[src/hdl/stx_rx_pkg.sv]
// ----------------------------------------------------------------------------
// stx_rx_pkg
// Shared types and constants of the STX length/XOR frame receiver.
// ----------------------------------------------------------------------------
`timescale 1ns / 1ps

package stx_rx_pkg;

	localparam int BYTE_W = 8;
	localparam int IDX_W = 6;
	localparam int LEN_W = 16;

	localparam logic [BYTE_W-1:0] START_BYTE = 8'h02;
	localparam logic [BYTE_W-1:0] ZERO_BYTE = 8'h00;
	localparam int HEADER_BYTES = 4;
	localparam int LEN_LO_POS = 2;
	localparam int LEN_HI_POS = 3;

	typedef enum logic [1:0] {
		ST_IDLE,
		ST_READ,
		ST_LOAD
	} stx_state_t;

endpackage

[src/hdl/stx_rx_if.sv]
// ----------------------------------------------------------------------------
// stx_rx_if / stx_frame_if
// Valid/ready channels for received bytes and for validated frame bytes.
// ----------------------------------------------------------------------------
`timescale 1ns / 1ps

interface stx_rx_if;
	logic                           valid;
	logic                           ready;
	logic [stx_rx_pkg::BYTE_W-1:0] rx_byte;
	logic                           burst_start;

	modport source (output valid, output rx_byte, output burst_start, input ready);
	modport sink (input valid, input rx_byte, input burst_start, output ready);
endinterface

interface stx_frame_if;
	logic                           valid;
	logic                           ready;
	logic [stx_rx_pkg::BYTE_W-1:0] frame_byte;
	logic [stx_rx_pkg::IDX_W-1:0]  byte_index;
	logic                           last_byte;

	modport source (output valid, output frame_byte, output byte_index, output last_byte,
		input ready);
	modport sink (input valid, input frame_byte, input byte_index, input last_byte,
		output ready);
endinterface

[src/hdl/stx_rx_store.sv]
// ----------------------------------------------------------------------------
// stx_rx_store
// Frame store: one write port, one read port with registered read data.
// ----------------------------------------------------------------------------
`timescale 1ns / 1ps

module stx_rx_store #(
	parameter int DEPTH = 64,
	parameter int AW = 6
) (
	input  logic                           clk,
	input  logic                           we,
	input  logic [AW-1:0]                  waddr,
	input  logic [stx_rx_pkg::BYTE_W-1:0] wdata,
	input  logic                           re,
	input  logic [AW-1:0]                  raddr,
	output logic [stx_rx_pkg::BYTE_W-1:0] rdata
);
	import stx_rx_pkg::*;

	logic [BYTE_W-1:0] mem [DEPTH];

	always_ff @(posedge clk) begin
		if (we) begin
			mem[waddr] <= wdata;
		end
	end

	always_ff @(posedge clk) begin
		if (re) begin
			rdata <= mem[raddr];
		end
	end

endmodule

[src/hdl/stx_length_xor_frame_receiver.sv]
// ----------------------------------------------------------------------------
// stx_length_xor_frame_receiver
// Each received byte is taken while the block is idle.
// A frame with a good checksum is then read out of the store through the
// single read port, each frame byte in a read state and then a load state that
// waits while the output stalls; no byte is taken until the last frame byte is
// loaded into the output. Reset clears the hunting state and sets
// accept_headless; the store is not cleared.
// ----------------------------------------------------------------------------
`timescale 1ns / 1ps

module stx_length_xor_frame_receiver #(
	parameter int FRAME_BYTES = 64
) (
	input  logic          clk,
	input  logic          arst_n,
	stx_rx_if.sink        rx_in,
	stx_frame_if.source   fr_out,
	input  logic          cfg_we,
	input  logic          cfg_wdata
);
	import stx_rx_pkg::*;

	localparam int AW = $clog2(FRAME_BYTES);
	localparam int CMP_W = LEN_W + 1;

	stx_state_t state_q, state_d;

	logic              accept_headless_q;
	logic              in_frame_q, in_frame_d;
	logic              hl_allowed_q, hl_allowed_d;
	logic [AW-1:0]     cnt_q, cnt_d;
	logic [BYTE_W-1:0] xor_q, xor_d;
	logic [LEN_W-1:0]  len_q, len_d;
	logic [AW-1:0]     k_q;
	logic [AW-1:0]     last_q;

	logic              take;
	logic              in_fr;
	logic              hl_eff;
	logic              wr_en;
	logic [AW-1:0]     wr_addr;
	logic              emit_go;
	logic              rd_en;
	logic              load;
	logic [LEN_W-1:0]  len_new;
	logic [BYTE_W-1:0] rd_data;

	logic              ovld_q;
	logic [BYTE_W-1:0] obyte_q;
	logic [IDX_W-1:0]  oidx_q;
	logic              olast_q;

	stx_rx_store #(
		.DEPTH (FRAME_BYTES),
		.AW    (AW)
	) u_store (
		.clk   (clk),
		.we    (take & wr_en),
		.waddr (wr_addr),
		.wdata (rx_in.rx_byte),
		.re    (rd_en),
		.raddr (k_q),
		.rdata (rd_data)
	);

	// byte handling
	always_comb begin
		in_fr        = in_frame_q & ~rx_in.burst_start;
		hl_eff       = hl_allowed_q | rx_in.burst_start;
		in_frame_d   = in_fr;
		hl_allowed_d = hl_eff;
		cnt_d        = in_fr ? cnt_q : '0;
		xor_d        = in_fr ? xor_q : '0;
		len_d        = in_fr ? len_q : '0;
		wr_en        = 1'b0;
		wr_addr      = cnt_q;
		emit_go      = 1'b0;
		len_new      = {rx_in.rx_byte, len_q[BYTE_W-1:0]};
		if (!in_fr) begin
			if (rx_in.rx_byte == START_BYTE) begin
				in_frame_d   = 1'b1;
				hl_allowed_d = 1'b0;
				cnt_d        = AW'(1);
				xor_d        = START_BYTE;
			end else if (rx_in.rx_byte != ZERO_BYTE && hl_eff && accept_headless_q) begin
				in_frame_d   = 1'b1;
				hl_allowed_d = 1'b0;
				cnt_d        = AW'(2);
				xor_d        = START_BYTE ^ rx_in.rx_byte;
				wr_en        = 1'b1;
				wr_addr      = AW'(1);
			end
		end else if (cnt_q < AW'(HEADER_BYTES)) begin
			wr_en = 1'b1;
			cnt_d = cnt_q + AW'(1);
			xor_d = xor_q ^ rx_in.rx_byte;
			if (cnt_q == AW'(LEN_LO_POS)) begin
				len_d = {{(LEN_W-BYTE_W){1'b0}}, rx_in.rx_byte};
			end
			if (cnt_q == AW'(LEN_HI_POS)) begin
				len_d = len_new;
				if ({1'b0, len_new} + CMP_W'(HEADER_BYTES + 1) > CMP_W'(FRAME_BYTES)) begin
					in_frame_d = 1'b0;
					cnt_d      = '0;
					xor_d      = '0;
					len_d      = '0;
				end
			end
		end else if (CMP_W'(cnt_q) < {1'b0, len_q} + CMP_W'(HEADER_BYTES)) begin
			wr_en = 1'b1;
			cnt_d = cnt_q + AW'(1);
			xor_d = xor_q ^ rx_in.rx_byte;
		end else begin
			// checksum byte
			in_frame_d = 1'b0;
			cnt_d      = '0;
			xor_d      = '0;
			len_d      = '0;
			if (rx_in.rx_byte == xor_q) begin
				wr_en   = 1'b1;
				emit_go = 1'b1;
			end
		end
	end

	// next state
	always_comb begin
		state_d = state_q;
		unique case (state_q)
			ST_IDLE: begin
				if (take && emit_go) begin
					state_d = ST_READ;
				end
			end
			ST_READ: begin
				state_d = ST_LOAD;
			end
			ST_LOAD: begin
				if (load) begin
					state_d = (k_q == last_q) ? ST_IDLE : ST_READ;
				end
			end
			default: begin
				state_d = ST_IDLE;
			end
		endcase
	end

	// outputs of the sequencer
	always_comb begin
		rx_in.ready = 1'b0;
		rd_en       = 1'b0;
		load        = 1'b0;
		unique case (state_q)
			ST_IDLE: begin
				rx_in.ready = 1'b1;
			end
			ST_READ: begin
				rd_en = 1'b1;
			end
			ST_LOAD: begin
				load = ~ovld_q | fr_out.ready;
			end
			default: begin
				rx_in.ready = 1'b0;
			end
		endcase
	end

	assign take = rx_in.valid & rx_in.ready;

	always_ff @(posedge clk or negedge arst_n) begin
		if (!arst_n) begin
			state_q           <= ST_IDLE;
			accept_headless_q <= 1'b1;
			in_frame_q        <= 1'b0;
			hl_allowed_q      <= 1'b1;
			cnt_q             <= '0;
			xor_q             <= '0;
			len_q             <= '0;
			k_q               <= '0;
			last_q            <= '0;
			ovld_q            <= 1'b0;
		end else begin
			state_q <= state_d;
			if (cfg_we) begin
				accept_headless_q <= cfg_wdata;
			end
			if (take) begin
				in_frame_q   <= in_frame_d;
				hl_allowed_q <= hl_allowed_d;
				cnt_q        <= cnt_d;
				xor_q        <= xor_d;
				len_q        <= len_d;
				if (emit_go) begin
					k_q    <= '0;
					last_q <= cnt_q;
				end
			end
			if (load) begin
				k_q    <= k_q + AW'(1);
				ovld_q <= 1'b1;
			end else if (fr_out.ready) begin
				ovld_q <= 1'b0;
			end
		end
	end

	// output word register
	always_ff @(posedge clk) begin
		if (load) begin
			obyte_q <= (k_q == '0) ? START_BYTE : rd_data;
			oidx_q  <= IDX_W'(k_q);
			olast_q <= (k_q == last_q);
		end
	end

	assign fr_out.valid      = ovld_q;
	assign fr_out.frame_byte = obyte_q;
	assign fr_out.byte_index = oidx_q;
	assign fr_out.last_byte  = olast_q;

endmodule

[src/flat_wrapper.sv]
// flat-port wrapper written by rule: the top's interface ports become plain ports
module stx_length_xor_frame_receiver_flat import stx_rx_pkg::*;
#(
	parameter int FRAME_BYTES = 64
)
  (clk, arst_n, cfg_we, cfg_wdata, rx_in_valid, rx_in_rx_byte, rx_in_burst_start, rx_in_ready, fr_out_valid, fr_out_frame_byte, fr_out_byte_index, fr_out_last_byte, fr_out_ready);
  stx_rx_if rx_in_i ();
  stx_frame_if fr_out_i ();
  input  logic clk;
  input  logic arst_n;
  input  logic cfg_we;
  input  logic cfg_wdata;
  input wire logic [$bits(rx_in_i.valid)-1:0] rx_in_valid;
  input wire logic [$bits(rx_in_i.rx_byte)-1:0] rx_in_rx_byte;
  input wire logic [$bits(rx_in_i.burst_start)-1:0] rx_in_burst_start;
  output wire logic [$bits(rx_in_i.ready)-1:0] rx_in_ready;
  output wire logic [$bits(fr_out_i.valid)-1:0] fr_out_valid;
  output wire logic [$bits(fr_out_i.frame_byte)-1:0] fr_out_frame_byte;
  output wire logic [$bits(fr_out_i.byte_index)-1:0] fr_out_byte_index;
  output wire logic [$bits(fr_out_i.last_byte)-1:0] fr_out_last_byte;
  input wire logic [$bits(fr_out_i.ready)-1:0] fr_out_ready;
  assign rx_in_i.valid = rx_in_valid;
  assign rx_in_i.rx_byte = rx_in_rx_byte;
  assign rx_in_i.burst_start = rx_in_burst_start;
  assign rx_in_ready = rx_in_i.ready;
  assign fr_out_valid = fr_out_i.valid;
  assign fr_out_frame_byte = fr_out_i.frame_byte;
  assign fr_out_byte_index = fr_out_i.byte_index;
  assign fr_out_last_byte = fr_out_i.last_byte;
  assign fr_out_i.ready = fr_out_ready;
  stx_length_xor_frame_receiver #(.FRAME_BYTES(FRAME_BYTES)) u_core (.clk(clk), .arst_n(arst_n), .rx_in(rx_in_i), .fr_out(fr_out_i), .cfg_we(cfg_we), .cfg_wdata(cfg_wdata));
endmodule
[config.mk]
export PLATFORM = sky130hd
export DESIGN_NAME = stx_length_xor_frame_receiver_flat
export DESIGN_NICKNAME = d
export VERILOG_FILES = /design/src/hdl/stx_rx_pkg.sv /design/src/hdl/stx_rx_if.sv /design/src/hdl/stx_rx_store.sv /design/src/hdl/stx_length_xor_frame_receiver.sv /design/src/flat_wrapper.sv
export SDC_FILE = /design/constraint.sdc
export NUM_CORES = 1
export LEC_CHECK = 0
export BUFFER_PORTS_ARGS = -buffer_cell sky130_fd_sc_hd__buf_2
export CAP_MARGIN = 0
export CORE_MARGIN = 1.5
export CORE_UTILIZATION = 68
export CTS_BUF_LIST = sky130_fd_sc_hd__clkbuf_16
export DETAILED_ROUTE_END_ITERATION = 10
export PLACE_DENSITY = 0.9
export SYNTH_ARGS = -nofsm -noshare
export SYNTH_HDL_FRONTEND = slang
export SYNTH_HIERARCHICAL = 1
export SYNTH_SLANG_ARGS = --single-unit
[constraint.sdc]
create_clock -name clk -period 7.2 [get_ports clk]
set_clock_uncertainty 0.05 [all_clocks]
set_input_delay 0.36 -clock clk [delete_from_list [all_inputs] [get_ports clk]]
set_output_delay 0.36 -clock clk [all_outputs]
set_load 0.1 [all_outputs]
== Yosys cells after proc, flatten, opt, wreduce, memory -nomap -nowiden ==
Memory sizes are Yosys's and may differ from the RTL's. A register that Yosys moved wholly into a read port is not among the register bits.
Cells that the tools add are included.

* Bits in registers: 63
* Bits of input ports: 15
* Memories kept: 1
* Memory bits (writable): 512
* Output and inout port bits: 17

* $add $sub $neg: 4
* Magnitude comparators: 3
* Reduce and logical (&&, ||, !) cells: 13
* Equality and inequality tests: 10
* Bitwise operators: 9
* Mux-type cells: 56

{| class="wikitable"
|+ Memory list
! memory !! depth !! bits a word !! rd ports !! clocked after Yosys merged registers in !! wr ports !! line !! source
|-
| u_core.u_store.mem || 64 || 8 || 1 || 1 || 1 || stx_rx_store.sv:21 || <nowiki>logic [BYTE_W-1:0] mem [DEPTH];</nowiki>
|}

{| class="wikitable"
|+ Operator list
! kind !! count
|-
| $mux 16 || 7
|-
| $mux 6 || 12
|-
| $mux 8 || 7
|-
| $add 16x3->17 const B || 2
|-
| $mux 1 || 26
|-
| $gt 17x7->1 const B || 1
|-
| $lt 6x17->1 || 1
|-
| $add 6x1->6 const B || 2
|-
| $eq 6x2->1 const B || 2
|-
| $eq 8x2->1 const B || 1
|-
| $eq 8x8->1 || 1
|-
| $reduce_and 2->1 || 4
|-
| $reduce_bool 8->1 || 1
|-
| $xor 8x8->8 || 1
|-
| $eq 6x6->1 || 1
|-
| $logic_not 6->1 || 1
|-
| $lt 6x3->1 const B || 1
|-
| $mux 2 || 3
|-
| $pmux 2 s3 || 1
|-
| $reduce_bool 2->1 || 3
|-
| $ne 2x1->1 const B || 2
|-
| $ne 4x4->1 const B || 1
|-
| $and 1x1->1 || 3
|-
| $logic_and 1x1->1 || 3
|-
| other kinds (5) || 8
|}

== Depth between registers and ports, before layout ==
* Word-level depth: 9
* Depth in mapped cells: 15
* Gate-level depth less buffers: 13

== Cells and area by module ==
The synthesis kept the hierarchy.

{| class="wikitable"
|+ By module, submodules not included
! module !! instances !! area an instance (um^2) !! cells an instance !! sequential area each (um^2)
|-
| stx_rx_store || 1 || 20,246.9 || 940 || 15,615.0
|-
| stx_length_xor_frame_receiver || 1 || 3,824.9 || 410 || 1,654.1
|}

== Worst setup path before layout ==
No wires, ideal clock.

* Kind: register to register
* From: register u_core.state_q[1]
* To: memory u_core.u_store.mem[62][0] (enable)
* Data arrival time: 3.689 ns
* Path slack: 3.090 ns
* Stages on the path, launching flop included: 10
* Setup time: 0.370 ns
* Clock period less this slack: 4.110 ns
* Buffers on the path: 1
* Data required time: 6.780 ns
* Cells stage by stage: dfrtp_1 nor2_1 and2_1 buf_2 nand4_1 nor4_1 o21bai_1 nor2b_1 nand3_1 nor2_1

* Longest elaborated chain between the ends: 6

{| class="wikitable"
|+ Ends and longest elaborated chain
! what !! line !! source
|-
| start: declaration || stx_length_xor_frame_receiver.sv:27 || <nowiki>stx_state_t state_q, state_d;</nowiki>
|-
| start signal: assignment || stx_length_xor_frame_receiver.sv:186 || <nowiki>state_q <= state_d;</nowiki>
|-
| $logic_not 2->1 || stx_length_xor_frame_receiver.sv:155 || <nowiki>unique case (state_q)</nowiki>
|-
| $mux 1 || stx_length_xor_frame_receiver.sv:155 ||
|-
| via rx_in_ready || flat_wrapper.sv:16 || <nowiki>output wire logic [$bits(rx_in_i.ready)-1:0] rx_in_ready;</nowiki>
|-
| $and 1x1->1 || stx_length_xor_frame_receiver.sv:171 || <nowiki>assign take = rx_in.valid & rx_in.ready;</nowiki>
|-
| $and 1x1->1 || stx_length_xor_frame_receiver.sv:59 || <nowiki>.we (take & wr_en),</nowiki>
|-
| $mux 1 || stx_rx_store.sv:24 || <nowiki>if (we) begin</nowiki>
|-
| $mux 1 (not written as such) || stx_rx_store.sv:25 || <nowiki>mem[waddr] <= wdata;</nowiki>
|-
| end: declaration || stx_rx_store.sv:21 ||
|}

The timed path passes the listed nets, and every way through them passes these cells.

== Final worst setup path ==
* From: register u_core.len_q[3]
* To: memory u_core.u_store.mem[40][0] (enable)

* Longest elaborated chain between the ends: 8

{| class="wikitable"
|+ Ends and longest elaborated chain
! what !! line !! source
|-
| start: declaration || stx_length_xor_frame_receiver.sv:34 || <nowiki>logic [LEN_W-1:0] len_q, len_d;</nowiki>
|-
| start signal: assignment || stx_length_xor_frame_receiver.sv:195 || <nowiki>len_q <= len_d;</nowiki>
|-
| $add 16x3->17 || stx_length_xor_frame_receiver.sv:110 || <nowiki>end else if (CMP_W'(cnt_q) < {1'b0, len_q} + CMP_W'(HEADER_BYTES)) begin</nowiki>
|-
| $lt 6x17->1 || stx_length_xor_frame_receiver.sv:110 ||
|-
| $mux 1 || stx_length_xor_frame_receiver.sv:110 ||
|-
| $mux 1 || stx_length_xor_frame_receiver.sv:94 || <nowiki>end else if (cnt_q < AW'(HEADER_BYTES)) begin</nowiki>
|-
| $mux 1 || stx_length_xor_frame_receiver.sv:80 || <nowiki>if (!in_fr) begin</nowiki>
|-
| $and 1x1->1 || stx_length_xor_frame_receiver.sv:59 ||
|-
| $mux 1 || stx_rx_store.sv:24 ||
|-
| $mux 1 (not written as such) || stx_rx_store.sv:25 ||
|}

No other way between the ends.

==> summary.txt <==
Timing
  – Slew margin rel.: a little under an eighth
  – F_max: roughly 180 MHz
  – Final hold viol count: 0
  – Min Tclk post-route: between 5 and 6 ns
  – Fin crit share: 78.9%
  – Worst slew pin tran: 1.32 ns
  – TNS Setup: 0 ns
  – Final Max Tran Viols: 0
  – RSZ-0062 raised after global routing: false
  – # setup viols final: 0

Clocking
  – Longest Clk Path Bufs: 3
  – Clock Sinks: 583
  – Clock Latency Late Sink: about 0.60 ns
  – H-tree levels: 2
  – TritonCTS clock tree: built
  – Setup Buffers After CTS: 0
  – Post-CTS Hold Fix Bufs: 4
  – CTS buffer count: 55
  – Root Driver: clkbuf_16
  – Clk slew on worst S/H paths: about 0.070 ns
  – Post-cts sizing count: 0

Pwr
  – Max VDD drop: 0.314 mV
  – P_sw: about 2.7 mW
  – Clk pwr share: around a third
  – Register share of total power: 44.3%
  – Pint: between 6 and 7 mW
  – Combinational power share: 23.1%
  – Power per cell area: around 340 mW/mm^2
  – Sw Ratio: 29.7%
  – Pleak: 8.43 nW

Synth
  – Synthesis-stage register bit count: 583
  – Cell area after synthesis: 0.0241 sq mm
  – Syn Area/Cell: 17.8 sq um
  – Most frequent cell after synthesis: edfxtp_1
  – Top_reg_cell synth: edfxtp_1
  – Sequential area share after synthesis: between 70 and 80%
  – Post-synthesis cell type count: 69
  – Post-Syn Instances: 1350
  – Cell type with the highest aggregate area in the netlist: edfxtp_1
  – Synth area leaders: edfxtp_1, mux4_2, dfrtp_1
  – Syn Nets: 1377
  – FFs w/ async S/R, synth: between 8 and 9%
  – Post-synth EDFFs: 535
  – Ys Warns: 6
  – Synth top area share: 66.7%
  – Commonest cells post-synth: edfxtp_1, mux4_2, nor2_1, nand2_1, dfrtp_1

Critical path
  – FF-to-FF setup slack: 1.52 ns
  – Largest stage delay, worst path: about 1.2 ns
  – CP max stage cell: nor2_1
  – Setup crit start kind: register
  – Data required time of the critical path: 7.36 ns
  – CP max FO: 27
  – Worst Setup SP: u_core/len_q[3]
  – WP depth: 13
  – Crit path kind: reg -> reg
  – R2R depth: 13
  – Worst setup EP type: register
  – CP delay by family, top: simple AND/OR/NAND/NOR gates
  – Worst R2R End: u_core/u_store/mem[40][0]
  – R2r startpoint: u_core/len_q[3]
  – CP Cell Sequence: ha_1, xnor2_1, ha_1, a21o_1, a21oi_1, o21ai_0, nor4b_4, a21oi_4, nor2_1, o21bai_1, nor2b_1, nand2_1, nor2_1
  – Crit path buf inv count: 0
  – Crit path to: u_core/u_store/mem[40][0]
  – Worst Path Arrival: around 5.8 ns

Place
  – Buffers on Ports: 31
  – Routability cong.: 0.898
  – Post-DP HPWL: 34600 um

Floorplanning
  – # IOs: 32
  – Die area: approximately 0.037 sq mm
  – Cell row count: between 60 and 70
  – Die H: 191 um
  – Core footprint: 0.0347 sq mm
  – Die extent in x: 191 um
  – Initial Util: between 60% and 70%

Layout
  – Nets: 1407
  – Area Overhead vs Synth: 9.41%
  – Share of layout cells above drive strength 1: 20.8%
  – Fin util: 75.9%
  – Multi-input logic area: between 0.006 and 0.007 sq mm
  – Filler Cells Inserted: 1668
  – Sequential Area: 0.0173 sq mm

Outcome
  – Status: finished clean

Drt
  – Drt wl/cell: 34.7 um
  – DRC viols: 0
  – 1st-pass router iterations: 7
  – Vias post-DR: approximately 14000
  – WL final: approximately 65000 um
  – Initial drt markers: about 2500
  – Via density: 7.54
  – DRT antenna net count: 0

Job
  – # Max-Cap Violations: 0

Global route
  – Total GRT Usage: 37.0%
  – GR Overflow Total: 0
  – First-pass GRT wire length: between 90000 and 100000 um
  – Vias in the first global route: about 14000
  – Initial antenna violation count: 5
  – Pin count of the biggest net entering global routing: 85

Worst hold path
  – Hold WC Path Type: in -> reg
## cell usage in the layout (no fill, tap or decap), types with 6 or more instances in the layout
cell type	count
edfxtp_1	535
mux4_2	126
nor2_1	102
nand2_1	65
clkbuf_16	55
dfrtp_1	42
buf_2	31
nor2b_1	29
mux2i_1	29
inv_1	28
nand3_1	27
a31oi_1	18
o21ai_0	18
buf_4	16
xnor2_1	15
nor3_1	15
nand2b_1	15
a21oi_1	15
mux2_2	14
a22oi_1	12
ha_1	12
o221ai_1	11
nand4_1	10
and2_1	10
clkinv_1	9
o21ai_1	9
o22ai_1	9
clkinv_2	8
clkinvlp_4	7
nor4_1	7
o2111ai_1	7
o32ai_1	7
inv_6	6
bufinv_16	6
a211oi_1	6
o211ai_1	6
a221oi_1	6
## sequential cells by signal (all words and copies together) (netlist names)
name	count
u_core/u_store/mem	512
u_core/u_store/rdata	8
u_core/fr_out.byte_index	6
u_core/xor_q	8
u_core/fr_out.valid	1
u_core/fr_out.frame_byte	8
u_core/k_q	6
u_core/last_q	6
u_core/in_frame_q	1
u_core/hl_allowed_q	1
u_core/accept_headless_q	1
u_core/cnt_q	6
u_core/len_q	16
u_core/state_q	2
u_core/fr_out.last_byte	1
## logic make-up (layout without fill, tap and decap cells)
kind of cell	after synthesis	count (layout)	share of synthesized area, %
other	0	1	0
buffers and inverters	100	176	2.26
adders and majority gates	12	12	0.624
muxes	169	169	13.6
AOI/OAI and AO/OA	156	156	4.66
DFF	583	583	71.7
xor gates and xnor gates	20	20	0.728
and+or+nand+nor	310	310	6.34
## metal layers
metal / GRT usage [%] / wire length (um)
met4: 15.9 / 3640
met2: 58.3 / 31200
met1: 51.4 / 22000
met5: 0 / 10
met3: 7.33 / 8430
## tightest hold or removal path, stage by stage
cell and delay, ns:
buf_2 0.07, nand2b_1 0.14, o21bai_1 0.10
## worst min-delay path by stage
stage                         to  cells past startpoint              from
2_1_floorplan    u_core/cnt_q[0]                      0            arst_n
3_3_place_gp    u_core/last_q[5]                      2  u_core/last_q[5]
3_5_place_dp    u_core/last_q[1]                      2  u_core/last_q[1]
4_1_cts        u_core/state_q[1]                      3      fr_out_ready
5_1_grt        u_core/state_q[1]                      3      fr_out_ready
6_report       u_core/state_q[1]                      3      fr_out_ready
## cell type report
class | instances | share of cell area (%)
multi-input cells | 667 | 23.8
diodes | 1 | 0.00950
inverters | 20 | 0.285
clock inverters | 48 | 1.61
flip-flops and latches | 583 | 65.6
repair buffers | 53 | 1.29
well taps | 455 | 2.16
clock buffers | 55 | 5.23
## per-stage QoR
| step | instances | instance area [sq um] | hold slack (ns) | total power, mW | setup slack, ns |
|---|---|---|---|---|---|
| CTS | 1880 | 26300 | 0.0621 | 8.90 | 1.80 |
| global route | 1881 | 26300 | 0.104 | 9.14 | 1.33 |
| global placement | 1773 | 24500 | 0.421 | 5.85 | 2.33 |
| finish | 1882 | 26300 | 0.0747 | 8.96 | 1.52 |
| floorplan | 1350 | 24100 | 0.0144 | 5.43 | 3.09 |
| detailed placement | 1773 | 24500 | 0.440 | 5.95 | 1.97 |
## power groups by stage
stage / combinational (mW) / sequential (mW) / clock (mW)
after CTS: 2.00 / 3.97 / 2.92
after floorplan: 1.54 / 3.89 / 0
after detailed placement: 1.92 / 4.04 / 0
after global placement: 1.82 / 4.03 / 0
final: 2.07 / 3.97 / 2.93
after global routing: 2.11 / 3.98 / 3.05
No activity file was read; power rests on OpenSTA's default activity.
